**config.mk**
```make
export PLATFORM = sky130hd
export DESIGN_NAME = i2c_master_register_access_flat
export DESIGN_NICKNAME = d
export VERILOG_FILES = /design/src/rtl/core/i2cm_pkg.sv /design/src/rtl/core/i2cm_if.sv /design/src/rtl/core/i2cm_front.sv /design/src/rtl/core/i2cm_queue.sv /design/src/rtl/core/i2cm_engine.sv /design/src/rtl/core/i2c_master_register_access.sv /design/src/flat_wrapper.sv
export VERILOG_INCLUDE_DIRS = /design/src /design/src/rtl/core
export SDC_FILE = /design/constraint.sdc
export NUM_CORES = 1
export LEC_CHECK = 0
export BUFFER_PORTS_ARGS = -buffer_cell sky130_fd_sc_hd__buf_2
export CAP_MARGIN = 20
export CORE_MARGIN = 2
export CORE_UTILIZATION = 25
export CTS_CLUSTER_SIZE = 10
export DETAILED_ROUTE_END_ITERATION = 10
export RECOVER_POWER = 100
export SYNTH_ARGS = -nofsm -noshare
export SYNTH_HDL_FRONTEND = slang
export SYNTH_SLANG_ARGS = --single-unit
```
**constraint.sdc**
```tcl
create_clock -name clk -period 12.5 [get_ports clk]
set_input_delay 0.625 -clock clk [delete_from_list [all_inputs] [get_ports clk]]
set_output_delay 0.625 -clock clk [all_outputs]
set_load 0.01 [all_outputs]
```
**src/rtl/core/i2c_master_register_access_defines.svh**
```systemverilog
// Assertion macros for the I2C register access master.
// No dependencies; included by the top level only.
// Each macro expands to nothing when SYNTHESIS is defined.
`ifndef I2C_MASTER_REGISTER_ACCESS_DEFINES_SVH
`define I2C_MASTER_REGISTER_ACCESS_DEFINES_SVH

`ifndef SYNTHESIS
`define ASRT_IMP(lbl, clk, rstn, ante, cons) \
  lbl: assert property (@(posedge clk) disable iff (!rstn) (ante) |-> (cons)) \
    else $error("assertion failed");
`define ASRT_LAT2(lbl, clk, rstn, ante, cons) \
  lbl: assert property (@(posedge clk) disable iff (!rstn) (ante) |=> ##1 (cons)) \
    else $error("assertion failed");
`else
`define ASRT_IMP(lbl, clk, rstn, ante, cons)
`define ASRT_LAT2(lbl, clk, rstn, ante, cons)
`endif

`endif

```
**src/rtl/core/i2cm_pkg.sv**
```systemverilog
// Shared types and constants of the I2C register access master.
// No dependencies; used by the front end, queue, engine and top level.
`timescale 1ns / 1ps
`default_nettype none

package i2cm_pkg;

  localparam int QUEUE_DEPTH = 2;
  localparam int CFG_AW      = 3;
  localparam logic [15:0] PHASE_TICKS_RST = 16'd5;

  // opcodes of the input channel
  localparam logic [1:0] OP_TICK  = 2'd0;
  localparam logic [1:0] OP_READ  = 2'd1;
  localparam logic [1:0] OP_WRITE = 2'd2;

  // configuration register index
  localparam logic REG_PHASE_TICKS = 1'b0;

  typedef enum logic [1:0] {
    K_TICK  = 2'd0,
    K_READ  = 2'd1,
    K_WRITE = 2'd2,
    K_NONE  = 2'd3
  } kind_t;

  typedef enum logic [1:0] {
    BS_ADDR  = 2'd0,
    BS_REG   = 2'd1,
    BS_DATA  = 2'd2,
    BS_RADDR = 2'd3
  } byte_stage_t;

  typedef enum logic [19:0] {
    PH_IDLE     = 20'h00001,
    PH_START_A  = 20'h00002,
    PH_START_B  = 20'h00004,
    PH_START_C  = 20'h00008,
    PH_TX_LOW   = 20'h00010,
    PH_TX_SET   = 20'h00020,
    PH_TX_HIGH  = 20'h00040,
    PH_ACK_LOW  = 20'h00080,
    PH_ACK_REL  = 20'h00100,
    PH_ACK_HIGH = 20'h00200,
    PH_RX_LOW   = 20'h00400,
    PH_RX_HIGH  = 20'h00800,
    PH_MA_LOW   = 20'h01000,
    PH_MA_SET   = 20'h02000,
    PH_MA_HIGH  = 20'h04000,
    PH_MA_END   = 20'h08000,
    PH_STOP_A   = 20'h10000,
    PH_STOP_B   = 20'h20000,
    PH_STOP_C   = 20'h40000,
    PH_STOP_D   = 20'h80000
  } phase_t;

  typedef struct packed {
    kind_t      kind;
    logic [6:0] dev_addr;
    logic [7:0] reg_addr;
    logic [7:0] write_data;
    logic [7:0] read_count;
    logic       sda_in;
  } entry_t;

  typedef struct packed {
    logic full;
    logic empty;
  } q_stat_t;

  typedef struct packed {
    logic       scl_drive;
    logic       sda_drive;
    logic       busy_res;
    logic       read_valid;
    logic [7:0] read_data;
    logic       last_byte;
    logic       done_res;
    logic       success;
  } result_t;

endpackage

`default_nettype wire

```
**src/rtl/core/i2cm_if.sv**
```systemverilog
// Valid/ready channel interfaces of the I2C register access master.
// No dependencies; used by the front, engine and top level.
`timescale 1ns / 1ps
`default_nettype none

interface i2cm_in_if;
  logic       valid;
  logic       ready;
  logic [1:0] opcode;
  logic [6:0] dev_addr;
  logic [7:0] reg_addr;
  logic [7:0] write_data;
  logic [7:0] read_count;
  logic       sda_in;

  modport source (output valid, opcode, dev_addr, reg_addr, write_data, read_count, sda_in,
                  input ready);
  modport sink (input valid, opcode, dev_addr, reg_addr, write_data, read_count, sda_in,
                output ready);
endinterface

interface i2cm_out_if;
  logic       valid;
  logic       ready;
  logic       scl_drive;
  logic       sda_drive;
  logic       busy_res;
  logic       read_valid;
  logic [7:0] read_data;
  logic       last_byte;
  logic       done_res;
  logic       success;

  modport source (output valid, scl_drive, sda_drive, busy_res, read_valid, read_data,
                  last_byte, done_res, success, input ready);
  modport sink (input valid, scl_drive, sda_drive, busy_res, read_valid, read_data,
                last_byte, done_res, success, output ready);
endinterface

`default_nettype wire

```
**src/rtl/core/i2cm_front.sv**
```systemverilog
// Front end: takes input beats, classifies the opcode, fixes read_count.
// Depends on i2cm_pkg and i2cm_if.
`timescale 1ns / 1ps
`default_nettype none

module i2cm_front (
  i2cm_in_if.sink          in_ch,
  input  i2cm_pkg::q_stat_t q_stat,
  output logic             push,
  output i2cm_pkg::entry_t push_entry
);

  assign in_ch.ready = !q_stat.full;
  assign push        = in_ch.valid && !q_stat.full;

  always_comb begin
    case (in_ch.opcode)
      i2cm_pkg::OP_TICK:  push_entry.kind = i2cm_pkg::K_TICK;
      i2cm_pkg::OP_READ:  push_entry.kind = i2cm_pkg::K_READ;
      i2cm_pkg::OP_WRITE: push_entry.kind = i2cm_pkg::K_WRITE;
      default:            push_entry.kind = i2cm_pkg::K_NONE;
    endcase
    push_entry.dev_addr   = in_ch.dev_addr;
    push_entry.reg_addr   = in_ch.reg_addr;
    push_entry.write_data = in_ch.write_data;
    // zero bytes is read as one
    push_entry.read_count = (in_ch.read_count == 8'd0) ? 8'd1 : in_ch.read_count;
    push_entry.sda_in     = in_ch.sda_in;
  end

endmodule

`default_nettype wire

```
**src/rtl/core/i2cm_queue.sv**
```systemverilog
// Small FIFO between the front end and the bus engine.
// Depends on i2cm_pkg.
`timescale 1ns / 1ps
`default_nettype none

module i2cm_queue #(
  parameter int DEPTH = i2cm_pkg::QUEUE_DEPTH
) (
  input  logic              clk,
  input  logic              rst_n,
  input  logic              push,
  input  i2cm_pkg::entry_t  push_entry,
  input  logic              pop,
  output i2cm_pkg::entry_t  head,
  output i2cm_pkg::q_stat_t stat
);

  localparam int IW = (DEPTH > 1) ? $clog2(DEPTH) : 1;
  localparam int CW = $clog2(DEPTH + 1);

  i2cm_pkg::entry_t slot_r [DEPTH];
  logic [IW-1:0]    wr_ptr_r, wr_ptr_nxt;
  logic [IW-1:0]    rd_ptr_r, rd_ptr_nxt;
  logic [CW-1:0]    cnt_r, cnt_nxt;
  logic             do_push, do_pop;

  assign stat.full  = (cnt_r == CW'(DEPTH));
  assign stat.empty = (cnt_r == '0);
  assign do_push    = push && !stat.full;
  assign do_pop     = pop && !stat.empty;
  assign head       = slot_r[rd_ptr_r];

  always_comb begin
    wr_ptr_nxt = wr_ptr_r;
    rd_ptr_nxt = rd_ptr_r;
    cnt_nxt    = cnt_r;
    if (do_push) begin
      wr_ptr_nxt = (wr_ptr_r == IW'(DEPTH - 1)) ? '0 : wr_ptr_r + IW'(1);
    end
    if (do_pop) begin
      rd_ptr_nxt = (rd_ptr_r == IW'(DEPTH - 1)) ? '0 : rd_ptr_r + IW'(1);
    end
    if (do_push && !do_pop) begin
      cnt_nxt = cnt_r + CW'(1);
    end else if (do_pop && !do_push) begin
      cnt_nxt = cnt_r - CW'(1);
    end
  end

  always_ff @(posedge clk) begin
    if (!rst_n) begin
      wr_ptr_r <= '0;
      rd_ptr_r <= '0;
      cnt_r    <= '0;
    end else begin
      wr_ptr_r <= wr_ptr_nxt;
      rd_ptr_r <= rd_ptr_nxt;
      cnt_r    <= cnt_nxt;
    end
  end

  always_ff @(posedge clk) begin
    if (do_push) begin
      slot_r[wr_ptr_r] <= push_entry;
    end
  end

endmodule

`default_nettype wire

```
**src/rtl/core/i2cm_engine.sv**
```systemverilog
// Bus engine: advances the I2C phase machine on queued beats and registers
// one result beat per beat. Depends on i2cm_pkg and i2cm_if.
`timescale 1ns / 1ps
`default_nettype none

module i2cm_engine (
  input  logic                 clk,
  input  logic                 rst_n,
  input  logic [15:0]          phase_ticks,
  input  i2cm_pkg::entry_t     head,
  input  i2cm_pkg::q_stat_t    q_stat,
  output logic                 pop,
  i2cm_out_if.source           out_ch
);

  i2cm_pkg::phase_t      ph_r, ph_nxt;
  i2cm_pkg::byte_stage_t bs_r, bs_nxt;
  logic [15:0] tc_r, tc_nxt;
  logic [3:0]  bc_r, bc_nxt;
  logic [7:0]  sh_r, sh_nxt;
  logic [7:0]  bl_r, bl_nxt;
  logic        rd_r, rd_nxt;
  logic [6:0]  ha_r, ha_nxt;
  logic [7:0]  hr_r, hr_nxt;
  logic [7:0]  hd_r, hd_nxt;
  logic        ok_r, ok_nxt;
  logic        scl_r, scl_nxt;
  logic        sda_r, sda_nxt;
  logic        out_vld_r;
  i2cm_pkg::result_t res_r, res_nxt;

  logic [15:0] limit;
  logic [16:0] tc_inc;
  logic [3:0]  bc_inc;
  logic [7:0]  rx_byte;
  logic        phase_end;
  logic        enter_en;
  logic        rvalid, last, done, succ;
  logic [7:0]  rdata;

  assign pop       = !q_stat.empty && (!out_vld_r || out_ch.ready);
  assign limit     = (phase_ticks == 16'd0) ? 16'd1 : phase_ticks;
  assign tc_inc    = {1'b0, tc_r} + 17'd1;
  assign phase_end = (tc_inc >= {1'b0, limit});
  assign bc_inc    = bc_r + 4'd1;
  assign rx_byte   = {sh_r[6:0], head.sda_in};

  // next phase and datapath
  always_comb begin
    ph_nxt   = ph_r;
    bs_nxt   = bs_r;
    tc_nxt   = tc_r;
    bc_nxt   = bc_r;
    sh_nxt   = sh_r;
    bl_nxt   = bl_r;
    rd_nxt   = rd_r;
    ha_nxt   = ha_r;
    hr_nxt   = hr_r;
    hd_nxt   = hd_r;
    ok_nxt   = ok_r;
    enter_en = 1'b0;
    rvalid   = 1'b0;
    rdata    = 8'd0;
    last     = 1'b0;
    done     = 1'b0;
    succ     = 1'b0;
    if (pop) begin
      if (ph_r == i2cm_pkg::PH_IDLE) begin
        if (head.kind == i2cm_pkg::K_READ || head.kind == i2cm_pkg::K_WRITE) begin
          rd_nxt   = (head.kind == i2cm_pkg::K_READ);
          ha_nxt   = head.dev_addr;
          hr_nxt   = head.reg_addr;
          hd_nxt   = head.write_data;
          bl_nxt   = head.read_count;
          ok_nxt   = 1'b1;
          bs_nxt   = i2cm_pkg::BS_ADDR;
          bc_nxt   = 4'd0;
          ph_nxt   = i2cm_pkg::PH_START_A;
          enter_en = 1'b1;
        end
      end else if (head.kind == i2cm_pkg::K_TICK) begin
        if (!phase_end) begin
          tc_nxt = tc_inc[15:0];
        end else begin
          enter_en = 1'b1;
          case (ph_r)
            i2cm_pkg::PH_START_A: begin
              if (head.sda_in) begin
                ph_nxt = i2cm_pkg::PH_START_B;
              end else begin
                ok_nxt = 1'b0;
                ph_nxt = i2cm_pkg::PH_STOP_A;
              end
            end
            i2cm_pkg::PH_START_B: begin
              if (!head.sda_in) begin
                ph_nxt = i2cm_pkg::PH_START_C;
              end else begin
                ok_nxt = 1'b0;
                ph_nxt = i2cm_pkg::PH_STOP_A;
              end
            end
            i2cm_pkg::PH_START_C: begin
              // after a repeated start the address goes out with R/W high
              if (bs_r == i2cm_pkg::BS_DATA) begin
                bs_nxt = i2cm_pkg::BS_RADDR;
                sh_nxt = {ha_r, 1'b1};
              end else begin
                sh_nxt = {ha_r, 1'b0};
              end
              bc_nxt = 4'd0;
              ph_nxt = i2cm_pkg::PH_TX_LOW;
            end
            i2cm_pkg::PH_TX_LOW: ph_nxt = i2cm_pkg::PH_TX_SET;
            i2cm_pkg::PH_TX_SET: ph_nxt = i2cm_pkg::PH_TX_HIGH;
            i2cm_pkg::PH_TX_HIGH: begin
              sh_nxt = {sh_r[6:0], 1'b0};
              bc_nxt = bc_inc;
              ph_nxt = (bc_inc >= 4'd8) ? i2cm_pkg::PH_ACK_LOW : i2cm_pkg::PH_TX_LOW;
            end
            i2cm_pkg::PH_ACK_LOW: ph_nxt = i2cm_pkg::PH_ACK_REL;
            i2cm_pkg::PH_ACK_REL: ph_nxt = i2cm_pkg::PH_ACK_HIGH;
            i2cm_pkg::PH_ACK_HIGH: begin
              if (head.sda_in) begin
                ok_nxt = 1'b0;
                ph_nxt = i2cm_pkg::PH_STOP_A;
              end else begin
                case (bs_r)
                  i2cm_pkg::BS_ADDR: begin
                    bs_nxt = i2cm_pkg::BS_REG;
                    sh_nxt = hr_r;
                    bc_nxt = 4'd0;
                    ph_nxt = i2cm_pkg::PH_TX_LOW;
                  end
                  i2cm_pkg::BS_REG: begin
                    bs_nxt = i2cm_pkg::BS_DATA;
                    if (rd_r) begin
                      ph_nxt = i2cm_pkg::PH_START_A;
                    end else begin
                      sh_nxt = hd_r;
                      bc_nxt = 4'd0;
                      ph_nxt = i2cm_pkg::PH_TX_LOW;
                    end
                  end
                  i2cm_pkg::BS_RADDR: begin
                    sh_nxt = 8'd0;
                    bc_nxt = 4'd0;
                    ph_nxt = i2cm_pkg::PH_RX_LOW;
                  end
                  default: ph_nxt = i2cm_pkg::PH_STOP_A;
                endcase
              end
            end
            i2cm_pkg::PH_RX_LOW: ph_nxt = i2cm_pkg::PH_RX_HIGH;
            i2cm_pkg::PH_RX_HIGH: begin
              sh_nxt = rx_byte;
              bc_nxt = bc_inc;
              if (bc_inc >= 4'd8) begin
                bl_nxt = bl_r - 8'd1;
                rvalid = 1'b1;
                rdata  = rx_byte;
                last   = (bl_r == 8'd1);
                ph_nxt = i2cm_pkg::PH_MA_LOW;
              end else begin
                ph_nxt = i2cm_pkg::PH_RX_LOW;
              end
            end
            i2cm_pkg::PH_MA_LOW:  ph_nxt = i2cm_pkg::PH_MA_SET;
            i2cm_pkg::PH_MA_SET:  ph_nxt = i2cm_pkg::PH_MA_HIGH;
            i2cm_pkg::PH_MA_HIGH: ph_nxt = i2cm_pkg::PH_MA_END;
            i2cm_pkg::PH_MA_END: begin
              if (bl_r != 8'd0) begin
                sh_nxt = 8'd0;
                bc_nxt = 4'd0;
                ph_nxt = i2cm_pkg::PH_RX_LOW;
              end else begin
                ph_nxt = i2cm_pkg::PH_STOP_A;
              end
            end
            i2cm_pkg::PH_STOP_A: ph_nxt = i2cm_pkg::PH_STOP_B;
            i2cm_pkg::PH_STOP_B: ph_nxt = i2cm_pkg::PH_STOP_C;
            i2cm_pkg::PH_STOP_C: ph_nxt = i2cm_pkg::PH_STOP_D;
            default: begin
              done   = 1'b1;
              succ   = ok_r;
              ph_nxt = i2cm_pkg::PH_IDLE;
            end
          endcase
        end
      end
    end
    if (enter_en) begin
      tc_nxt = 16'd0;
    end
  end

  // line levels set on entry to a phase
  always_comb begin
    scl_nxt = scl_r;
    sda_nxt = sda_r;
    if (enter_en) begin
      case (ph_nxt)
        i2cm_pkg::PH_START_A: begin
          scl_nxt = 1'b1;
          sda_nxt = 1'b1;
        end
        i2cm_pkg::PH_START_B, i2cm_pkg::PH_START_C: begin
          scl_nxt = 1'b1;
          sda_nxt = 1'b0;
        end
        i2cm_pkg::PH_TX_LOW, i2cm_pkg::PH_ACK_LOW, i2cm_pkg::PH_MA_LOW,
        i2cm_pkg::PH_MA_END, i2cm_pkg::PH_STOP_A: begin
          scl_nxt = 1'b0;
        end
        i2cm_pkg::PH_TX_SET: begin
          scl_nxt = 1'b0;
          sda_nxt = sh_nxt[7];
        end
        i2cm_pkg::PH_TX_HIGH, i2cm_pkg::PH_MA_HIGH: begin
          scl_nxt = 1'b1;
        end
        i2cm_pkg::PH_ACK_REL, i2cm_pkg::PH_RX_LOW: begin
          scl_nxt = 1'b0;
          sda_nxt = 1'b1;
        end
        i2cm_pkg::PH_ACK_HIGH, i2cm_pkg::PH_RX_HIGH: begin
          scl_nxt = 1'b1;
          sda_nxt = 1'b1;
        end
        i2cm_pkg::PH_MA_SET: begin
          // ACK every byte but the last, NACK the last
          scl_nxt = 1'b0;
          sda_nxt = (bl_nxt == 8'd0);
        end
        i2cm_pkg::PH_STOP_B: begin
          scl_nxt = 1'b0;
          sda_nxt = 1'b0;
        end
        i2cm_pkg::PH_STOP_C: begin
          scl_nxt = 1'b1;
          sda_nxt = 1'b0;
        end
        default: begin
          scl_nxt = 1'b1;
          sda_nxt = 1'b1;
        end
      endcase
    end
  end

  always_comb begin
    res_nxt.scl_drive  = scl_nxt;
    res_nxt.sda_drive  = sda_nxt;
    res_nxt.busy_res   = (ph_nxt != i2cm_pkg::PH_IDLE);
    res_nxt.read_valid = rvalid;
    res_nxt.read_data  = rdata;
    res_nxt.last_byte  = last;
    res_nxt.done_res   = done;
    res_nxt.success    = succ;
  end

  always_ff @(posedge clk) begin
    if (!rst_n) begin
      ph_r      <= i2cm_pkg::PH_IDLE;
      bs_r      <= i2cm_pkg::BS_ADDR;
      tc_r      <= '0;
      bc_r      <= '0;
      sh_r      <= '0;
      bl_r      <= '0;
      rd_r      <= 1'b0;
      ha_r      <= '0;
      hr_r      <= '0;
      hd_r      <= '0;
      ok_r      <= 1'b1;
      scl_r     <= 1'b1;
      sda_r     <= 1'b1;
      out_vld_r <= 1'b0;
    end else begin
      ph_r  <= ph_nxt;
      bs_r  <= bs_nxt;
      tc_r  <= tc_nxt;
      bc_r  <= bc_nxt;
      sh_r  <= sh_nxt;
      bl_r  <= bl_nxt;
      rd_r  <= rd_nxt;
      ha_r  <= ha_nxt;
      hr_r  <= hr_nxt;
      hd_r  <= hd_nxt;
      ok_r  <= ok_nxt;
      scl_r <= scl_nxt;
      sda_r <= sda_nxt;
      if (pop) begin
        out_vld_r <= 1'b1;
      end else if (out_ch.ready) begin
        out_vld_r <= 1'b0;
      end
    end
  end

  always_ff @(posedge clk) begin
    if (pop) begin
      res_r <= res_nxt;
    end
  end

  assign out_ch.valid      = out_vld_r;
  assign out_ch.scl_drive  = res_r.scl_drive;
  assign out_ch.sda_drive  = res_r.sda_drive;
  assign out_ch.busy_res   = res_r.busy_res;
  assign out_ch.read_valid = res_r.read_valid;
  assign out_ch.read_data  = res_r.read_data;
  assign out_ch.last_byte  = res_r.last_byte;
  assign out_ch.done_res   = res_r.done_res;
  assign out_ch.success    = res_r.success;

endmodule

`default_nettype wire

```
**src/rtl/core/i2c_master_register_access.sv**
```systemverilog
// Top level of the I2C register access master: config register, front end,
// beat queue and bus engine. Depends on i2cm_pkg, i2cm_if and the defines header.
//
//   channel  | kind           | carries
//   ---------+----------------+------------------------------------------------
//   in_if    | valid/ready in | opcode, dev_addr, reg_addr, write_data, ...
//   out_if   | valid/ready out| scl/sda levels, status, read byte, done/success
//   apb      | APB slave      | phase_ticks at byte address 0
//
// One beat is accepted per cycle while the queue is not full; its result beat passes
// through a queue slot and then the engine's output register.
// Queue of QUEUE_DEPTH beats absorbs output stalls; in_if.ready drops when full.
// Reset is synchronous; no clearing pass.
`timescale 1ns / 1ps
`default_nettype none
`include "i2c_master_register_access_defines.svh"

module i2c_master_register_access #(
  parameter int QUEUE_DEPTH = i2cm_pkg::QUEUE_DEPTH
) (
  input  logic                        clk,
  input  logic                        rst_n,
  i2cm_in_if.sink                     in_if,
  i2cm_out_if.source                  out_if,
  input  logic                        psel,
  input  logic                        penable,
  input  logic                        pwrite,
  input  logic [i2cm_pkg::CFG_AW-1:0] paddr,
  input  logic [31:0]                 pwdata,
  output logic [31:0]                 prdata,
  output logic                        pready
);

  logic [15:0]       phase_ticks_r, phase_ticks_nxt;
  logic              cfg_wr;
  logic              push;
  logic              pop;
  i2cm_pkg::entry_t  push_entry;
  i2cm_pkg::entry_t  head;
  i2cm_pkg::q_stat_t q_stat;

  assign pready = 1'b1;
  assign cfg_wr = psel && penable && pwrite;

  always_comb begin
    phase_ticks_nxt = phase_ticks_r;
    if (cfg_wr && paddr[2] == i2cm_pkg::REG_PHASE_TICKS) begin
      phase_ticks_nxt = pwdata[15:0];
    end
  end

  assign prdata = (paddr[2] == i2cm_pkg::REG_PHASE_TICKS) ? {16'd0, phase_ticks_r} : 32'd0;

  always_ff @(posedge clk) begin
    if (!rst_n) begin
      phase_ticks_r <= i2cm_pkg::PHASE_TICKS_RST;
    end else begin
      phase_ticks_r <= phase_ticks_nxt;
    end
  end

  i2cm_front u_front (
    .in_ch      (in_if),
    .q_stat     (q_stat),
    .push       (push),
    .push_entry (push_entry)
  );

  i2cm_queue #(
    .DEPTH (QUEUE_DEPTH)
  ) u_queue (
    .clk        (clk),
    .rst_n      (rst_n),
    .push       (push),
    .push_entry (push_entry),
    .pop        (pop),
    .head       (head),
    .stat       (q_stat)
  );

  i2cm_engine u_engine (
    .clk         (clk),
    .rst_n       (rst_n),
    .phase_ticks (phase_ticks_r),
    .head        (head),
    .q_stat      (q_stat),
    .pop         (pop),
    .out_ch      (out_if)
  );

  // a finished stop always leaves the engine idle
  `ASRT_IMP(a_done_idle, clk, rst_n, out_if.valid && out_if.done_res, !out_if.busy_res)
  `ASRT_IMP(a_succ_done, clk, rst_n, out_if.valid && out_if.success, out_if.done_res)
  `ASRT_IMP(a_last_rx, clk, rst_n, out_if.valid && out_if.last_byte, out_if.read_valid && !out_if.done_res)
  // beat into an empty pipe shows up at the output after the queue slot and the output register
  `ASRT_LAT2(a_latency, clk, rst_n, in_if.valid && in_if.ready && q_stat.empty && !out_if.valid, out_if.valid)

endmodule

`default_nettype wire
```
**src/flat_wrapper.sv**
```systemverilog
// flat-port wrapper written by rule: the top's interface ports become plain ports
module i2c_master_register_access_flat 
#(
  parameter int QUEUE_DEPTH = i2cm_pkg::QUEUE_DEPTH
)
  (clk, rst_n, psel, penable, pwrite, paddr, pwdata, prdata, pready, in_if_valid, in_if_opcode, in_if_dev_addr, in_if_reg_addr, in_if_write_data, in_if_read_count, in_if_sda_in, in_if_ready, out_if_valid, out_if_scl_drive, out_if_sda_drive, out_if_busy_res, out_if_read_valid, out_if_read_data, out_if_last_byte, out_if_done_res, out_if_success, out_if_ready);
  i2cm_in_if in_if_i ();
  i2cm_out_if out_if_i ();
  input  logic clk;
  input  logic rst_n;
  input  logic psel;
  input  logic penable;
  input  logic pwrite;
  input  logic [i2cm_pkg::CFG_AW-1:0] paddr;
  input  logic [31:0] pwdata;
  output logic [31:0] prdata;
  output logic pready;
  input wire logic [$bits(in_if_i.valid)-1:0] in_if_valid;
  input wire logic [$bits(in_if_i.opcode)-1:0] in_if_opcode;
  input wire logic [$bits(in_if_i.dev_addr)-1:0] in_if_dev_addr;
  input wire logic [$bits(in_if_i.reg_addr)-1:0] in_if_reg_addr;
  input wire logic [$bits(in_if_i.write_data)-1:0] in_if_write_data;
  input wire logic [$bits(in_if_i.read_count)-1:0] in_if_read_count;
  input wire logic [$bits(in_if_i.sda_in)-1:0] in_if_sda_in;
  output wire logic [$bits(in_if_i.ready)-1:0] in_if_ready;
  output wire logic [$bits(out_if_i.valid)-1:0] out_if_valid;
  output wire logic [$bits(out_if_i.scl_drive)-1:0] out_if_scl_drive;
  output wire logic [$bits(out_if_i.sda_drive)-1:0] out_if_sda_drive;
  output wire logic [$bits(out_if_i.busy_res)-1:0] out_if_busy_res;
  output wire logic [$bits(out_if_i.read_valid)-1:0] out_if_read_valid;
  output wire logic [$bits(out_if_i.read_data)-1:0] out_if_read_data;
  output wire logic [$bits(out_if_i.last_byte)-1:0] out_if_last_byte;
  output wire logic [$bits(out_if_i.done_res)-1:0] out_if_done_res;
  output wire logic [$bits(out_if_i.success)-1:0] out_if_success;
  input wire logic [$bits(out_if_i.ready)-1:0] out_if_ready;
  assign in_if_i.valid = in_if_valid;
  assign in_if_i.opcode = in_if_opcode;
  assign in_if_i.dev_addr = in_if_dev_addr;
  assign in_if_i.reg_addr = in_if_reg_addr;
  assign in_if_i.write_data = in_if_write_data;
  assign in_if_i.read_count = in_if_read_count;
  assign in_if_i.sda_in = in_if_sda_in;
  assign in_if_ready = in_if_i.ready;
  assign out_if_valid = out_if_i.valid;
  assign out_if_scl_drive = out_if_i.scl_drive;
  assign out_if_sda_drive = out_if_i.sda_drive;
  assign out_if_busy_res = out_if_i.busy_res;
  assign out_if_read_valid = out_if_i.read_valid;
  assign out_if_read_data = out_if_i.read_data;
  assign out_if_last_byte = out_if_i.last_byte;
  assign out_if_done_res = out_if_i.done_res;
  assign out_if_success = out_if_i.success;
  assign out_if_i.ready = out_if_ready;
  i2c_master_register_access #(.QUEUE_DEPTH(QUEUE_DEPTH)) u_core (.clk(clk), .rst_n(rst_n), .in_if(in_if_i), .out_if(out_if_i), .psel(psel), .penable(penable), .pwrite(pwrite), .paddr(paddr), .pwdata(pwdata), .prdata(prdata), .pready(pready));
endmodule
```
# Word-level counts from Yosys, hierarchy flattened
# Memories as Yosys holds them, arrays and structs flattened. A register that Yosys moved wholly into a read port is not among the register bits.
# Cells that the tools add are included.
[op_classes] muxes=80 n_reduce_logical=50 n_bitwise=7 add_sub_neg=7 n_eq_ne=57 n_lt_le_gt_ge=2
[ops] cell="one-hot mux 20 bit (18 select lines)" n=1
[ops] cell="two-way mux 8 bit" n=16
[ops] cell="two-way mux 20 bit" n=5
[ops] cell="two-way mux 17 bit" n=4
[ops] cell="one-hot mux 17 bit (3 select lines)" n=1
[ops] cell="== test 20 x 11 -> 1 bit, second input constant" n=2
[ops] cell="== test 20 x 13 -> 1 bit, second input constant" n=2
[ops] cell="== test 20 x 14 -> 1 bit, second input constant" n=2
[ops] cell="== test 20 x 15 -> 1 bit, second input constant" n=2
[ops] cell="== test 20 x 16 -> 1 bit, second input constant" n=2
[ops] cell="== test 20 x 17 -> 1 bit, second input constant" n=2
[ops] cell="== test 20 x 18 -> 1 bit, second input constant" n=2
[ops] cell="== test 20 x 19 -> 1 bit, second input constant" n=2
[ops] cell="== test 20 x 3 -> 1 bit, second input constant" n=2
[ops] cell="== test 20 x 4 -> 1 bit, second input constant" n=2
[ops] cell="== test 20 x 5 -> 1 bit, second input constant" n=2
[ops] cell="== test 20 x 6 -> 1 bit, second input constant" n=2
[ops] cell="== test 20 x 7 -> 1 bit, second input constant" n=2
[ops] cell="== test 20 x 8 -> 1 bit, second input constant" n=2
[ops] cell="== test 20 x 9 -> 1 bit, second input constant" n=2
[ops] cell="one-hot mux 8 bit (5 select lines)" n=1
[ops] cell="two-way mux 16 bit" n=2
[ops] cell="two-way mux 4 bit" n=7
[ops] cell="two-way mux 1 bit" n=25
[ops] cell="other kinds (57)" n=111
[totals] elab_cells=231 in_bits=76 n_memories=1 mem_bits_rw=68 out_inout_bits=50 regBits=121
[memory_table] memory="u_core.u_queue.slot_r" words=2 word_bits=34 read_ports=1 rd_ports_with_merged_regs=1 wr=1 line="i2cm_queue.sv:21" source="i2cm_pkg::entry_t slot_r [DEPTH];"

# Depth between registers and ports, before layout
# Gate-level depths: netlist (run 1).
[depth] depth_word=12 ltp_mapped=20 ltp_nobuf=18

# Modules after synthesis
# From an unflattened synthesis (run 1), not the netlist that was laid out.
[hier_totals] hier_cells=1125 hier_area_um2=10441.3
[by_module_without_submodules] module="i2cm_engine" area_per_inst_um2=6588.8 cells_each=850 seq_area_each_um2=2172.1 instances=1
[by_module_without_submodules] module="i2cm_queue" area_per_inst_um2=2686.3 cells_each=131 seq_area_each_um2=2142.1 instances=1
[by_module_without_submodules] module="i2c_master_register_access" area_per_inst_um2=917.1 cells_each=106 seq_area_each_um2=320.3 instances=1
[by_module_without_submodules] module="i2cm_front" area_per_inst_um2=249.0 cells_each=38 seq_area_each_um2=0.0 instances=1

# Worst setup path before layout (run 1)
# No wires, ideal clock.
[synth_path] path_type="flip-flop to flip-flop" startpoint="register u_core.u_engine.tc_r[0]" endpoint="register u_core.u_engine.res_r, in the netlist u_core.u_engine.out_ch.sda_drive (data pin)" arrival_ns=3.982 stages_incl_launch_ff=19 setup_ns=0.265 slack_ns=8.252 path_buffers=1 period_less_slack_ns=4.248 required_time_ns=12.235 cell_sequence="dfxtp_1 ha_1 nand3_1 nor3_1 nand3_1 xnor2_1 ha_1 a21o_1 a21o_1 a31oi_1 nand3_1 o311a_1 buf_6 o22a_1 a311oi_1 o21ai_1 a211oi_2 nor4_1 or3_1"
[synth_rtl] element="from (decl)" line="i2cm_engine.sv:18" source="logic [15:0] tc_r, tc_nxt;"
[synth_rtl] element="from (signal assigned)" line="i2cm_engine.sv:281" source="tc_r <= tc_nxt;"
[synth_rtl] element="to (signal assigned)" line="i2cm_engine.sv:302" source="res_r <= res_nxt;"
[synth_rtl] element="to (decl)" line="i2cm_engine.sv:30" source="i2cm_pkg::result_t res_r, res_nxt;"

==> impl_metrics.env, run 1 <==
export IMPL_required_ns=12.80
export IMPL_cp_max_fo=29
export IMPL_power_total_mw=1.90
export IMPL_maxSlewViolCount=113
export IMPL_tightest_slew_ns=2.91
export IMPL_die_area_sq_mm=0.0405
export IMPL_dp_hpwl_mm=17.5
export IMPL_syn_area_sq_mm=0.00972
export IMPL_wl_mm=24.3
export IMPL_instances_no_fill=1624
export IMPL_area_growth_pct=14.2
export IMPL_path_class="flip-flop to flip-flop"
export IMPL_cp_startpoint="u_core.u_engine.tc_r[0]"
export IMPL_dieHeight_um=201
export IMPL_slew_headroom_pct=-94.2
export IMPL_cts_root_buf="clkbuf_16"
export IMPL_hp_class="primary input to flip-flop"
export IMPL_via_per_inst=4.79
export IMPL_r2r_start="u_core.u_engine.tc_r[0]"
export IMPL_drt_pass1_iter_count=6
export IMPL_ys_ff_latch=190
export IMPL_p_int_mw=1.25
export IMPL_hold_viol_final=0
export IMPL_syn_inst=1038
export IMPL_cp_end_kind="flip-flop"
export IMPL_gp_congestion=0.911
export IMPL_cts_setup_buffers=0
export IMPL_grt_pass1_vias=7411
export IMPL_swShare_pct=34.0
export IMPL_postRouteAntennaNets=0
export IMPL_status="finished, violations left"
export IMPL_finalClockSkew_ns=0.0141
export IMPL_hold_buffers=0
export IMPL_crit_arrival_ns=6.46
export IMPL_coreArea_sq_mm=0.0385
export IMPL_synth_commonest_cells="nor2_1, dfxtp_1, nand2_1"
export IMPL_timing_fmax_mhz=162
export IMPL_p_switching_mw=0.647
export IMPL_start_util_pct=25.3
export IMPL_ctsResizeCount=0
export IMPL_maxCapViolCount=3
export IMPL_cts_max_path_buffers=2
export IMPL_drtIter0Drc=540
export IMPL_violations="capacitance limit, slew limit"
export IMPL_drive_gt1_share_pct=8.87
export IMPL_cts_sinks=190
export IMPL_clk_pin_slew_ns=0.08
export IMPL_grt_use_met3_pct=2.66
export IMPL_synth_top_cell_area_share_pct=25.7
export IMPL_rows=72
export IMPL_globalRouteMet1Util_pct=16.0
export IMPL_yosysUniqueCellTypes=79
export IMPL_cellPowerDensity_mw_per_mm2=171
export IMPL_period_share_pct=49.3
export IMPL_grt_overflow_total=0
export IMPL_dp_cells=1589
export IMPL_ys_flop_type="dfxtp_1"
export IMPL_synthTopCellsByArea="edfxtp_1, dfxtp_1, nor2_1"
export IMPL_synthArstFlopShare_pct=0
export IMPL_tritoncts="done"
export IMPL_fin_setup_tns_ns=0
export IMPL_peakVddDrop_mv=0.112
export IMPL_htree_num_levels=4
export IMPL_p_clk_share_pct=30.1
export IMPL_avgRoutedWirePerCell_um=15.0
export IMPL_yosysMostFrequentCell="nor2_1"
export IMPL_comb_power_share_pct=25.5
export IMPL_seq_area_frac_synth_pct=47.7
export IMPL_period_minus_slack_ns=6.16
export IMPL_yosys_warnings=0
export IMPL_rsz0062_at_grt="no"
export IMPL_busiest_layer="met2"
export IMPL_route_detailed_drc=0
export IMPL_nets=1195
export IMPL_synth_largest_area_cell="edfxtp_1"
export IMPL_setup_viol=0
export IMPL_clk_latency_ns=0.44
export IMPL_port_buffers=90
export IMPL_cts_made_buffers=17
export IMPL_met2_usage_pct=19.6
export IMPL_worst_setup_path_start_kind="flip-flop"
export IMPL_grt_pass1_wl_mm=39.1
export IMPL_ioPinCount=126
export IMPL_syn_avg_cell_area_sq_um=9.36
export IMPL_grt_total_usage_pct=12.0
export IMPL_antenna_found_initial=1
export IMPL_leakagePower_nw=3.86
export IMPL_min_delay_start="in_if_dev_addr[5]"
export IMPL_whs_ns=0.364
export IMPL_vias=7778
export IMPL_die_w_um=201
export IMPL_grt_max_degree=59
export IMPL_p_seq_share_pct=44.4
export IMPL_synth_edf_count=83
[sequential cells by signal, summed over array words and instances (netlist names), 2 cells and up, named ones only]
| name | cells |
|---|---|
| u_core.u_queue.slot_r | 68 |
| u_core.u_engine.out_ch.read_data | 8 |
| u_core.u_engine.bs_r | 2 |
| u_core.u_queue.cnt_r | 2 |
| u_core.phase_ticks_r | 16 |
| u_core.u_engine.ph_r | 20 |
| u_core.u_engine.hr_r | 8 |
| u_core.u_engine.bl_r | 8 |
| u_core.u_engine.tc_r | 16 |
| u_core.u_engine.sh_r | 8 |
| u_core.u_engine.ha_r | 7 |
| u_core.u_engine.hd_r | 8 |
| u_core.u_engine.bc_r | 4 |
[area by class of cell]
type	instances	area, sq um
Timing Repair Buffer	99	438
Multi-Input combinational cell	756	4650
Fill cell	4109	27400
Antenna cell	1	2.50
Clock inverter	14	194
Inverter	28	105
Tap cell	518	648
Sequential cell	190	4640
Clock buffer	18	429
[cells in the final DEF, fill, tap and decap left out, types with 6 or more instances in the layout]
| cell type | n |
|---|---|
| a211oi_1 | 28 |
| nor2_1 | 151 |
| a22oi_1 | 9 |
| mux2i_1 | 31 |
| ha_1 | 27 |
| clkbuf_1 | 61 |
| nor2b_1 | 8 |
| or4_1 | 6 |
| xnor2_1 | 20 |
| o21ai_0 | 27 |
| nor3_1 | 31 |
| a21o_1 | 9 |
| and2_1 | 15 |
| conb_1 | 17 |
| a21oi_1 | 60 |
| or3_1 | 6 |
| nand2_1 | 93 |
| buf_2 | 37 |
| nand4_1 | 9 |
| clkbuf_16 | 17 |
| xor2_1 | 21 |
| a22o_1 | 9 |
| inv_1 | 28 |
| and3_1 | 8 |
| and2_0 | 9 |
| dfxtp_1 | 106 |
| nand3_1 | 36 |
| edfxtp_1 | 83 |
| nor4_1 | 18 |
[cell families after synthesis]
family	share of synthesized area, %
mux	3.81
simple gates	22.4
other cells	0.0773
xor+xnor	3.70
compound gates	13.8
buf+inv	4.98
flops	47.7
fa+ha+maj	3.48
[power groups by stage]
stage,Combinational (mW),Clock (mW),Sequential (mW)
global placement,0.476,0,0.870
global route,0.539,0.615,0.856
finish,0.485,0.572,0.843
floorplan,0.349,0,0.841
detailed placement,0.480,0,0.873
CTS,0.485,0.587,0.860
[per-stage QoR]
step | instance area, sq um | setup slack [ns] | utilization, %
5_1_grt | 11100 | 5.92 | 28.8
3_3_place_gp | 10600 | 7.21 | 27.5
4_1_cts | 11200 | 7.24 | 29.1
2_1_floorplan | 9770 | 8.25 | -
6_report | 11100 | 6.34 | 28.9
3_5_place_dp | 10600 | 7.27 | 27.5
[final timing paths]
kind,end,cells after the start,slack [ns]
worst max-delay path,u_core.u_engine.out_ch.sda_drive,17,6.34
worst max register to register,u_core.u_engine.out_ch.sda_drive,17,6.34
worst min register to register,u_core.u_engine.bc_r[3],2,0.47
worst min-delay path,u_core.u_queue.slot_r[0][30],1,0.36
[worst max-delay path, stage by stage, from the launching register on]
cell      delay, ns
dfxtp_1        0.41
ha_1           0.24
nand3_1        0.19
nor3_1         0.54
nand3_1        0.20
xnor2_1        0.17
ha_1           0.29
a21o_1         0.18
a21o_1         0.18
a31oi_1        0.18
nand3_1        0.31
o311ai_0       0.55
clkbuf_1       1.01
a32oi_1        0.14
a21oi_1        0.26
or4b_1         0.48
nor4_1         0.49
or3_1          0.19
[routing by layer]
metal / wire (um) / vias up
met5: 0 / -
met4: 291 / 0
met3: 1520 / 23
met2: 11100 / 248
met1: 11400 / 3677
li1: - / 3830
Note: power is estimated with default switching activity, not from simulation.
==> run 2: changes to the inputs <==
--- a/config.mk
+++ b/config.mk
@@ -6,6 +6,7 @@
 export SDC_FILE = /design/constraint.sdc
 export NUM_CORES = 1
 export LEC_CHECK = 0
+export ABC_AREA = 1
 export BUFFER_PORTS_ARGS = -buffer_cell sky130_fd_sc_hd__buf_2
 export CAP_MARGIN = 20
 export CORE_MARGIN = 2
==> constraint.sdc (replaced) <==
create_clock -name clk -period 5.25 [get_ports clk]
set_input_delay 0.2625 -clock clk [delete_from_list [all_inputs] [get_ports clk]]
set_output_delay 0.2625 -clock clk [all_outputs]
set_load 0.01 [all_outputs]
==> impl_metrics.env, run 2 <==
export IMPL_drt_pass1_iter_count=5
export IMPL_grt_total_usage_pct=12.3
export IMPL_min_to="u_core.phase_ticks_r[2]"
export IMPL_p_int_mw=3.10
export IMPL_yosys_warnings=0
export IMPL_min_path_cells=3
export IMPL_whs_ns=0.0387
export IMPL_antenna_found_initial=0
export IMPL_wl_mm=25.8
export IMPL_die_w_um=207
export IMPL_peakVddDrop_mv=0.212
export IMPL_violations="capacitance limit, slew limit"
export IMPL_regMostFlops="u_core.u_queue.slot_r"
export IMPL_grt_overflow_total=0
export IMPL_ioPinCount=126
export IMPL_die_area_sq_mm=0.0427
export IMPL_final_common_cell="nand2_1"
export IMPL_fin_setup_tns_ns=0
export IMPL_final_cell_mix="nand2_1, nor2_1, inv_1"
export IMPL_vias=8666
export IMPL_yosysUniqueCellTypes=59
export IMPL_yosysMostFrequentCell="nand2_1"
export IMPL_crit_arrival_ns=4.85
export IMPL_ys_ff_latch=190
export IMPL_synth_compound_area_share_pct=12.0
export IMPL_area_growth_pct=15.6
export IMPL_cts_max_path_buffers=2
export IMPL_period_minus_slack_ns=4.67
export IMPL_port_buffers=90
export IMPL_p_switching_mw=2.10
export IMPL_grt_max_degree=52
export IMPL_grt_pass1_vias=8020
export IMPL_seq_area_frac_synth_pct=45.2
export IMPL_crit_path_frequent_cell="nand2_1"
export IMPL_clk_pin_slew_ns=0.07
export IMPL_coreArea_sq_mm=0.0406
export IMPL_synth_largest_area_cell="edfxtp_1"
export IMPL_gp_congestion=0.885
export IMPL_hp_class="primary input to flip-flop"
export IMPL_period_share_pct=88.9
export IMPL_required_ns=5.44
export IMPL_largest_reg_flops=68
export IMPL_clk_latency_ns=0.45
export IMPL_worst_setup_path_start_kind="flip-flop"
export IMPL_muxShareOfSynthArea_pct=0.195
export IMPL_swShare_pct=40.4
export IMPL_cp_max_fo=11
export IMPL_p_clk_share_pct=25.3
export IMPL_drtIter0Drc=458
export IMPL_synthArstFlopShare_pct=0
export IMPL_route_detailed_drc=0
export IMPL_leakagePower_nw=4.84
export IMPL_comb_power_share_pct=34.9
export IMPL_cts_made_buffers=17
export IMPL_r2r_start="u_core.u_engine.tc_r[0]"
export IMPL_ys_flop_type="dfxtp_1"
export IMPL_cts_root_buf="clkbuf_16"
export IMPL_synth_fa_ha_area_share_pct=3.29
export IMPL_slew_headroom_pct=-35.4
export IMPL_rr_worst_depth=29
export IMPL_grt_pass1_wl_mm=41.3
export IMPL_synth_edf_count=83
export IMPL_drive_gt1_share_pct=10.8
export IMPL_final_cell_area_sq_mm=0.0119
export IMPL_avgRoutedWirePerCell_um=13.3
export IMPL_power_total_mw=5.20
export IMPL_finalClockSkew_ns=0.0169
export IMPL_min_delay_start="pwdata[2]"
export IMPL_synth_top_family_by_area="simple AND/OR/NAND/NOR gates"
export IMPL_synth_simple_gate_area_share_pct=28.5
export IMPL_hold_viol_final=0
export IMPL_synth_xor_area_share_pct=1.88
export IMPL_placed_area_sq_mm=0.0112
export IMPL_synthTopCellsByArea="edfxtp_1, dfxtp_1, nand2_1"
export IMPL_status="finished, violations left"
export IMPL_path_class="flip-flop to flip-flop"
export IMPL_syn_avg_cell_area_sq_um=7.82
export IMPL_fillers=4389
export IMPL_cts_setup_buffers=0
export IMPL_nets=1501
export IMPL_crit_buf_inv=2
export IMPL_crit_family="simple AND/OR/NAND/NOR gates"
export IMPL_rows=74
export IMPL_postRouteAntennaNets=0
export IMPL_dieHeight_um=207
export IMPL_p_seq_share_pct=39.8
export IMPL_critPathSlowestCell="dfxtp_1"
export IMPL_timing_fmax_mhz=214
export IMPL_htree_num_levels=4
export IMPL_via_per_inst=4.46
export IMPL_cts_sinks=190
export IMPL_cellPowerDensity_mw_per_mm2=439
export IMPL_start_util_pct=25.2
export IMPL_syn_inst=1312
export IMPL_reg_top3="u_core.u_queue.slot_r: 68 flops, u_core.u_engine.ph_r: 20 flops"
export IMPL_rsz0062_at_grt="no"
export IMPL_antenna_cells=0
export IMPL_maxCapViolCount=4
export IMPL_reg2reg_setup_slack_ns=0.58
export IMPL_dp_hpwl_mm=18.9
export IMPL_syn_area_sq_mm=0.0103
export IMPL_synth_top_cell_area_share_pct=24.3
export IMPL_setup_viol=0
export IMPL_r2r_end="u_core.u_engine.out_ch.sda_drive"
export IMPL_tritoncts="done"
export IMPL_cpPeakStageDelay_ns=0.41
export IMPL_maxSlewViolCount=151
export IMPL_tightest_slew_ns=2.03
export IMPL_cp_end_kind="flip-flop"
export IMPL_synth_commonest_cells="nand2_1, nor2_1, inv_1"
## run 2: layout make-up
class                   instances  area (sq um)  area share (%)
multi-input cells             920          4770            40.3
flip-flops and latches        190          4630            39.1
well taps                     532           666            5.62
repair buffers                121           631            5.32
inverters                     148           556            4.69
clock buffers                  18           429            3.62
clock inverters                14           164            1.38
## run 2: worst max-delay path by stage
stage	startpoint	endpoint	slack, ns	cells after the start
after CTS	u_core.u_engine.tc_r[0]	u_core.u_engine.out_ch.sda_drive	0.41	29
final	u_core.u_engine.tc_r[0]	u_core.u_engine.out_ch.sda_drive	0.58	29
after floorplan	u_core.u_engine.tc_r[0]	u_core.u_engine.out_ch.sda_drive	1.44	30
after global placement	u_core.u_engine.tc_r[0]	u_core.u_engine.out_ch.sda_drive	0.49	29
after global routing	u_core.u_engine.tc_r[0]	u_core.u_engine.out_ch.sda_drive	0.04	30
after detailed placement	u_core.u_engine.tc_r[0]	u_core.u_engine.out_ch.sda_drive	0.44	29
## run 2: through the flow
stage / setup WS [ns] / std cells / utilization, %
floorplan: 1.44 / 1327 / -
global placement: 0.491 / 1891 / 27.5
detailed placement: 0.438 / 1891 / 27.5
CTS: 0.406 / 1940 / 29.4
global route: 0.0442 / 1943 / 29.2
finish: 0.585 / 1943 / 29.2
## run 2: logic make-up (layout without fill, tap and decap cells)
logic type,after synthesis,after routing
buf+inv,217,301
flops,190,190
simple gates,639,639
xor+xnor,22,22
mux,2,2
compound gates,213,213
fa+ha+maj,27,27
other cells,2,17
## run 2: power groups by stage
stage | logic [mW] | clock network [mW] | registers (mW)
after CTS | 1.85 | 1.35 | 2.06
after detailed placement | 1.83 | 0 | 2.09
after global routing | 2.06 | 1.42 | 2.11
final | 1.81 | 1.32 | 2.07
after global placement | 1.81 | 0 | 2.09
after floorplan | 1.35 | 0 | 2.04
## run 2: worst reg2reg max path, delay by kind of cell (launching register included)
kind,cells,cell delay (ns)
compound gates,1,0.17
flops,1,0.41
fa+ha+maj,2,0.53
buf+inv,2,0.24
simple gates,23,2.77
xor+xnor,1,0.27
## run 2: routing by layer
| metal | vias to the layer above | GRT usage, % | routed length (um) |
|---|---|---|---|
| li1 | 4473 | - | - |
| met1 | 4024 | 16.7 | 12600 |
| met2 | 146 | 19.9 | 11900 |
| met3 | 23 | 2.12 | 938 |
| met4 | 0 | 3.29 | 323 |
| met5 | - | 0 | 0 |
## run 2: what timing repair did
item,CTS,global route
endpoints found under the setup margin,0,3
gates resized for setup,0,2
hold endpoints to repair,32,3
hold buffers,17,3
==> run 3: changes to the inputs <==
--- a/config.mk
+++ b/config.mk
@@ -16,4 +16,5 @@
 export RECOVER_POWER = 100
 export SYNTH_ARGS = -nofsm -noshare
 export SYNTH_HDL_FRONTEND = slang
+export SYNTH_HIERARCHICAL = 1
 export SYNTH_SLANG_ARGS = --single-unit
==> impl_metrics.env, run 3 <==
export IMPL_status="finished, violations left"
export IMPL_violations="capacitance limit, slew limit"
export IMPL_syn_inst=1383
export IMPL_synth_top_cell_area_share_pct=22.6
export IMPL_critPathSlowestCell="dfxtp_1"
export IMPL_peakVddDrop_mv=0.245
export IMPL_reg_top3="u_core/u_queue/slot_r: 68 flops, u_core/u_engine/ph_r: 20 flops"
export IMPL_crit_family="simple AND/OR/NAND/NOR gates"
export IMPL_fillers=4644
export IMPL_setup_viol=0
export IMPL_coreArea_sq_mm=0.0433
export IMPL_clk_pin_slew_ns=0.09
export IMPL_grt_overflow_total=0
export IMPL_synth_edf_count=83
export IMPL_syn_avg_cell_area_sq_um=7.96
export IMPL_tightest_slew_ns=2.92
export IMPL_timing_fmax_mhz=213
export IMPL_placed_area_sq_mm=0.0118
export IMPL_die_area_sq_mm=0.0457
export IMPL_seq_area_frac_synth_pct=42.1
export IMPL_drt_pass1_iter_count=5
export IMPL_maxSlewViolCount=120
export IMPL_path_class="flip-flop to flip-flop"
export IMPL_largest_reg_flops=68
export IMPL_r2r_end="u_core/u_engine/out_ch.sda_drive"
export IMPL_worstSetupPathDepth=29
export IMPL_synth_commonest_cells="nand2_1, nor2_1, inv_1"
export IMPL_r2r_start="u_core/u_engine/tc_r[0]"
export IMPL_crit_arrival_ns=4.91
export IMPL_synthArstFlopShare_pct=0
export IMPL_cts_sinks=190
export IMPL_period_share_pct=89.5
export IMPL_min_delay_start="pwdata[0]"
export IMPL_worst_setup_path_start_kind="flip-flop"
export IMPL_cts_root_buf="clkbuf_16"
export IMPL_final_cell_area_sq_mm=0.0125
export IMPL_grt_max_degree=52
export IMPL_maxCapViolCount=3
export IMPL_tritoncts="done"
export IMPL_finalClockSkew_ns=0.0262
export IMPL_ioPinCount=126
export IMPL_yosysMostFrequentCell="nand2_1"
export IMPL_nets=1563
export IMPL_htree_num_levels=4
export IMPL_die_w_um=214
export IMPL_ys_flop_type="dfxtp_1"
export IMPL_wl_mm=25.8
export IMPL_cellPowerDensity_mw_per_mm2=449
export IMPL_dp_cells=1998
export IMPL_clk_latency_ns=0.46
export IMPL_regMostFlops="u_core/u_queue/slot_r"
export IMPL_period_minus_slack_ns=4.70
export IMPL_postRouteAntennaNets=0
export IMPL_drtIter0Drc=649
export IMPL_synth_largest_area_cell="edfxtp_1"
export IMPL_cp_max_fo=11
export IMPL_route_detailed_drc=0
export IMPL_crit_end="u_core/u_engine/out_ch.sda_drive"
export IMPL_vias=8951
export IMPL_hold_viol_final=0
export IMPL_regArea_sq_mm=0.00464
export IMPL_grt_pass1_wl_mm=41.9
export IMPL_cts_max_path_buffers=2
export IMPL_grt_pass1_vias=8556
export IMPL_synthTopCellsByArea="edfxtp_1, dfxtp_1, nand2_1"
export IMPL_cp_end_kind="flip-flop"
export IMPL_final_common_cell="nand2_1"
export IMPL_leakagePower_nw=5.14
export IMPL_multiInputGateArea_sq_mm=0.00511
export IMPL_final_cell_mix="nand2_1, nor2_1, inv_1"
export IMPL_cpPeakStageDelay_ns=0.38
export IMPL_cp_startpoint="u_core/u_engine/tc_r[0]"
export IMPL_crit_path_frequent_cell="nand2_1"
export IMPL_reg2reg_setup_slack_ns=0.55
export IMPL_ys_ff_latch=190
export IMPL_avgRoutedWirePerCell_um=12.5
export IMPL_instances_no_fill=2058
export IMPL_area_growth_pct=13.5
export IMPL_slew_headroom_pct=-95.1
export IMPL_gp_congestion=0.881
export IMPL_dieHeight_um=214
export IMPL_yosysUniqueCellTypes=56
export IMPL_start_util_pct=25.4
export IMPL_via_per_inst=4.35
export IMPL_grt_total_usage_pct=11.5
export IMPL_antenna_found_initial=0
export IMPL_required_ns=5.46
export IMPL_fin_util_pct=28.9
export IMPL_drive_gt1_share_pct=13.1
export IMPL_hp_class="primary input to flip-flop"
export IMPL_port_buffers=90
export IMPL_rr_worst_depth=29
export IMPL_syn_area_sq_mm=0.0110
export IMPL_dp_hpwl_mm=18.7
export IMPL_fin_setup_tns_ns=0
export IMPL_antenna_cells=0
export IMPL_rsz0062_at_grt="no"
export IMPL_crit_buf_inv=4
export IMPL_cts_made_buffers=17
export IMPL_rows=76
export IMPL_yosys_warnings=6
==> run 3: cell count changes after synthesis, sizes merged, moves of 31 or more <==
cell | previous run | this run
nand2 | 330 | 292
o21ai | 86 | 52
mux2 | 0 | 34
inv | 145 | 189
nor2 | 166 | 230
buf | 26 | 57
==> run 3: how the worst min path moves through the flow <==
stage,depth (start not counted),slack [ns],endpoint
2_1_floorplan,2,0.38,u_core/u_queue/cnt_r[1]
4_1_cts,1,0.0002,u_core/u_queue/slot_r[0][32]
5_1_grt,3,0.04,u_core/phase_ticks_r[2]
3_5_place_dp,2,0.44,u_core/u_engine/hd_r[3]
6_report,3,0.04,u_core/phase_ticks_r[0]
3_3_place_gp,2,0.44,u_core/u_engine/sda_r
==> run 3: metrics by stage <==
step                power (mW)  setup WS, ns  hold slack, ns
floorplan                 3.77          1.30           0.384
global placement          4.27         0.446           0.437
detailed placement        4.31         0.358           0.444
CTS                       5.67         0.323        0.000208
global route              6.01        0.0360          0.0418
finish                    5.60         0.549          0.0371
==> run 3: cell type report <==
cell class | count | share of cell area (%)
clock buffer | 18 | 3.60
multi-input combinational | 930 | 40.9
tap | 585 | 5.86
timing repair buffer | 130 | 5.55
clock inverter | 14 | 1.27
inverter | 191 | 5.75
sequential | 190 | 37.1
==> run 3: tightest hold or removal path: cells and delay by family <==
family / cells / cell delay, ns
buf+inv: 1 / 0.08
simple gates: 2 / 0.12
==> run 3: power breakdown <==
group	leakage [nW]	internal (mW)	switching, mW
Clock	0.294	0.669	0.657
Combinational	3.20	0.729	1.47
Sequential	1.64	1.90	0.175
Total	5.14	3.30	2.30
==> run 3: cell families after synthesis <==
family | count (synthesis) | synth area share [%]
xor gates and xnor gates | 21 | 1.67
buffers and inverters | 278 | 11.9
and+or+nand+nor | 690 | 29.1
muxes | 34 | 4.50
adders and majority gates | 27 | 3.07
DFF | 190 | 42.1
AOI/OAI and AO/OA | 141 | 7.55
other | 2 | 0.0682
==> run 3: repair_timing <==
| item | in CTS | in global routing |
|---|---|---|
| hold buffers | 23 | 0 |
| resized for setup | 0 | 2 |
| setup endpoints to repair | 0 | 4 |
| buffers inserted | 0 | 4 |
| endpoints found under the hold margin | 45 | 0 |
==> run 3: routing by layer <==
layer	track usage, %	wire length (um)
met1	14.4	11900
met4	3.54	396
met5	0	0
met2	19.8	12300
met3	2.36	1210
